File: config.mk
export PLATFORM = sky130hd
export DESIGN_NAME = cjoq_match
export DESIGN_NICKNAME = d
export VERILOG_FILES = /design/src/sv/change_journal_overlap_query_macros.svh /design/src/sv/cjoq_pkg.sv /design/src/sv/cjoq_match.sv
export SDC_FILE = /design/constraint.sdc
export NUM_CORES = 1
export LEC_CHECK = 0
export BUFFER_PORTS_ARGS = -buffer_cell sky130_fd_sc_hd__buf_2
export CAP_MARGIN = 40
export CORE_MARGIN = 5
export CORE_UTILIZATION = 45
export DETAILED_ROUTE_END_ITERATION = 7
export PLACE_DENSITY = 0.76
export SLEW_MARGIN = 10
export SYNTH_ARGS = -nofsm -noshare
export SYNTH_HDL_FRONTEND = slang
export SYNTH_SLANG_ARGS = --single-unit
File: constraint.sdc
create_clock -name vclk -period 5
set_input_delay 0.75 -clock vclk [all_inputs]
set_output_delay 0.75 -clock vclk [all_outputs]
set_load 0.02 [all_outputs]
File: src/sv/change_journal_overlap_query_macros.svh
// ----------------------------------------------------------------------------
// Change journal overlap query: assertion macros
// Concurrent assertion wrappers shared by the block; compiled out with ASSERT_OFF.
// ----------------------------------------------------------------------------
`ifndef CHANGE_JOURNAL_OVERLAP_QUERY_MACROS_SVH
`define CHANGE_JOURNAL_OVERLAP_QUERY_MACROS_SVH

`ifndef ASSERT_OFF
// Checked on every rising edge outside reset.
`define CJOQ_ASSERT(lbl, clk, rst, prop, msg) \
  lbl: assert property (@(posedge clk) disable iff (rst) prop) else $error(msg);
// Checked on every rising edge, reset included.
`define CJOQ_ASSERT_ALWAYS(lbl, clk, prop, msg) \
  lbl: assert property (@(posedge clk) prop) else $error(msg);
`else
`define CJOQ_ASSERT(lbl, clk, rst, prop, msg)
`define CJOQ_ASSERT_ALWAYS(lbl, clk, prop, msg)
`endif

`endif

File: src/sv/cjoq_pkg.sv
// ----------------------------------------------------------------------------
// Change journal overlap query: package
// Shared constants, the journal entry layout and the compare unit's outputs.
// ----------------------------------------------------------------------------
package cjoq_pkg;

  localparam int CJOQ_DEPTH = 256;

  localparam logic [2:0] KIND_CHANGED = 3'd3;

  typedef struct packed {
    logic [31:0] offset;
    logic [31:0] length;
    logic [31:0] revision;
    logic [2:0]  kind;
  } entry_t;

  typedef struct packed {
    logic newer;  // entry revision above the query revision
    logic hit;    // a 'changed' entry whose region overlaps the query
  } match_t;

endpackage

File: src/sv/cjoq_match.sv
// ----------------------------------------------------------------------------
// Change journal overlap query: entry compare unit
// Compares one journal entry against the query revision and region.
// ----------------------------------------------------------------------------
module cjoq_match (
  input  cjoq_pkg::entry_t entry,
  input  logic [31:0]      q_offset,
  input  logic [31:0]      q_length,
  input  logic [31:0]      q_revision,
  output cjoq_pkg::match_t result
);
  import cjoq_pkg::*;

  logic [32:0] e_end;
  logic [32:0] q_end;

  // Region ends are formed at 33 bits so that they never wrap.
  assign e_end = {1'b0, entry.offset} + {1'b0, entry.length};
  assign q_end = {1'b0, q_offset} + {1'b0, q_length};

  assign result.newer = entry.revision > q_revision;
  assign result.hit   = (entry.kind == KIND_CHANGED) &&
                        (e_end > {1'b0, q_offset}) &&
                        (q_end > {1'b0, entry.offset});

endmodule

==> qor.csv <==
stage,metric,value,unit
run_status,status,"finished, violations left",
run_status,failed_checks,negative setup slack,
detailed_routing,wl,18.8,mm
sta,period_needed,5.33,ns
global_routing,met3_usage,0.0175,
pwr,pwr-share-seq,0,
logic_synthesis,synth_top_cells_by_count,"ha_1, inv_1, a21oi_1",
job,cap_violations,0,
pwr,swShare,0.494,
global_routing,grt_max_degree,10,
floorplanning,die_x,122,um
logic_synthesis,synth_area_leader_cell,ha_1,
detailed_routing,dr.pass1.iters,5,
sta,fin_crit_sh,1.07,
logic_synthesis,synth_top_area_frac,0.353,
min_path,hp-start,entry[2],
min_path,hold_class,in -> out,
floorplanning,rows,41,
finish,layout.cells.non_filler,1272,
sta,setup_violations,1,
pwr,comb_power_share,1.000,
global_routing,use_met2,0.435,
sta,max_freq,188,MHz
logic_synthesis,syn-num-nets,1114,
sta,finalHoldViolations,0,
global_routing,grt_pass1_vias,6803,
global_routing,antenna_found_initial,0,
floorplanning,die_h,122,um
logic_synthesis,synth_area_per_cell,7.49,um2
logic_synthesis,syn-cell-area,5670,um2
placement,dp_hpwl,16.6,mm
finish,regArea,0,um2
logic_synthesis,ys_types,64,
floorplanning,io_pins,197,
global_routing,grt_pass1_wl,29.3,mm
critical_path,critPathLaunch,q_offset[0],
critical_path,crit_buf_inv,3,
global_routing,top_usage_layer,met2,
critical_path,path_common_cell,a21oi_2,
critical_path,setup.worst_path.end_class,output port,
pwr,powerDensity,135,nW/um2
sta,setup_tns,-0.331,ns
logic_synthesis,netlist_top_cells_area,"ha_1, a21o_1, inv_1, a21oi_1, xnor2_1",
detailed_routing,ant_nets,0,
placement,io_buffer_count,197,
critical_path,critPathKind,in -> out,
finish,n_antenna_cell,0,
sta,slew_headroom,0.612,
logic_synthesis,yosys_warnings,0,
detailed_routing,routedWlPerCell,14.8,um
critical_path,worstPathRequired,4.25,ns
floorplanning,core_area,12500,um2
pwr,power.clock.fraction,0,
finish,seq_cells,0,
floorplanning,dieArea,14900,um2
detailed_routing,vias_per_cell,5.46,
pwr,vdd_drop_max,86.7,uV
pwr,netSwitchingPower,0.544,mW
placement,dp_cells,1266,
critical_path,crit_family,compound AO/OA/AOI/OAI gates,
sta,rsz0062_at_grt,yes,
sta,fin_ws,-0.331,ns
global_routing,overflow,0,
floorplanning,initial_utilization,0.455,
finish,syn_to_final_growth,43.9,%
global_routing,grt.total_usage,0.235,
sta,worst_slew_pin_slew,0.576,ns
sta,maxSlewViolCount,0,
finish,nClkBuffers,0,
finish,nets,1459,
critical_path,worstPathArrival,4.58,ns
pwr,p_leak,4.73,nW
placement,gp_congestion,0.944,
detailed_routing,vias,6951,
logic_synthesis,yosysMostFrequentCell,ha_1,
critical_path,critical_path.max_fanout,2,
logic_synthesis,syn_inst,757,
critical_path,startpoint_type,input pin,
pwr,internal_power,0.557,mW
min_path,worstHoldPathCells,5,
critical_path,crit_path_cell_trace,"buf_6, ha_4, fa_2, a211oi_2, o21ai_2, nand4_1, a21oi_2, a31oi_2, o21bai_1, a21oi_2, xnor2_1, ha_1, and2_4, a221o_1, a221oi_2, buf_4, o31ai_4, o21ai_2, a21oi_2, nor3_2, a21oi_2, buf_4",
critical_path,slowest_stage,fa_2,
detailed_routing,drc,0,
logic_synthesis,seq_area_frac_synth,0,
finish,drive_gt1_frac,0.362,
global_routing,grtUsageMet1,0.291,
detailed_routing,drt_iter0_drc,336,
pwr,totalPowerFinal,1.10,mW
critical_path,crit_path_max_incr_delay,0.36,ns
min_path,whs_endpoint,result[0],
[power groups by stage]
stage               Sequential (mW)  Clock [mW]  Combinational, mW
floorplan                         0           0              0.638
global placement                  0           0               1.01
detailed placement                0           0               1.03
CTS                               0           0               1.07
global route                      0           0               1.22
finish                            0           0               1.10
[cell type report]
type                            instances  area [um2]
Timing Repair Buffer                  347        2130
Tap cell                              172         215
Inverter                              119         447
Fill cell                            1103        4310
Multi-Input combinational cell        634        5370
[worst min-delay path, cell delays in order]
cell	delay (ns)
buf_2	0.09
nor4_1	0.05
o21ai_1	0.10
a21oi_2	0.08
buf_4	0.15
[layout by cell type (no fill, tap or decap), types with 11 or more instances in the layout]
cell type / count
nand2_1: 32
nand4_1: 25
buf_4: 151
a21o_1: 65
nand3_1: 14
xnor2_1: 41
ha_1: 157
buf_2: 194
nor2_1: 27
inv_1: 118
xor2_1: 14
o21ai_0: 26
o21bai_1: 11
a21oi_1: 68
[metal layers]
layer  up-vias  wire, um
li1       3479         -
met1      3163      8100
met2       264      9060
met3        45      1140
met4         0       531
met5         -         0
[how the worst max path moves through the flow]
stage               cells past startpoint  slack (ns)   endpoint
detailed placement                     23       -0.50  result[0]
global route                           22       -0.51  result[0]
CTS                                    21       -0.27  result[0]
finish                                 22       -0.33  result[0]
floorplan                              19        0.04  result[0]
global placement                       22       -0.41  result[0]
[repair_timing]
action,4_1_cts,5_1_grt
gates cloned,0,0
hold buffers,0,0
endpoints found under the setup margin,1,1
setup buffers,5,2
pin swaps,39,19
gates resized for setup,28,13
[kinds of logic (layout without fill, tap and decap cells)]
kind of cell             count (synthesis)  in the layout  synth area share
AO/OA/AOI/OAI                          261            261             0.323
adder cells (fa/ha/maj)                162            162             0.360
AND/OR/NAND/NOR                        156            156             0.149
buffers and inverters                  123            466            0.0819
XOR/XNOR                                55             55            0.0850
[per-stage QoR]
stage / setup slack (ns) / hold slack (ns) / area, um2 / utilization
floorplan: 0.0429 / 1.73 / 5670 / -
global placement: -0.413 / 1.95 / 7940 / 0.637
detailed placement: -0.496 / 1.94 / 7940 / 0.637
CTS: -0.265 / 1.95 / 8080 / 0.648
global route: -0.507 / 1.98 / 8160 / 0.654
finish: -0.331 / 1.97 / 8160 / 0.654
No activity file was read; power rests on OpenSTA's default activity.
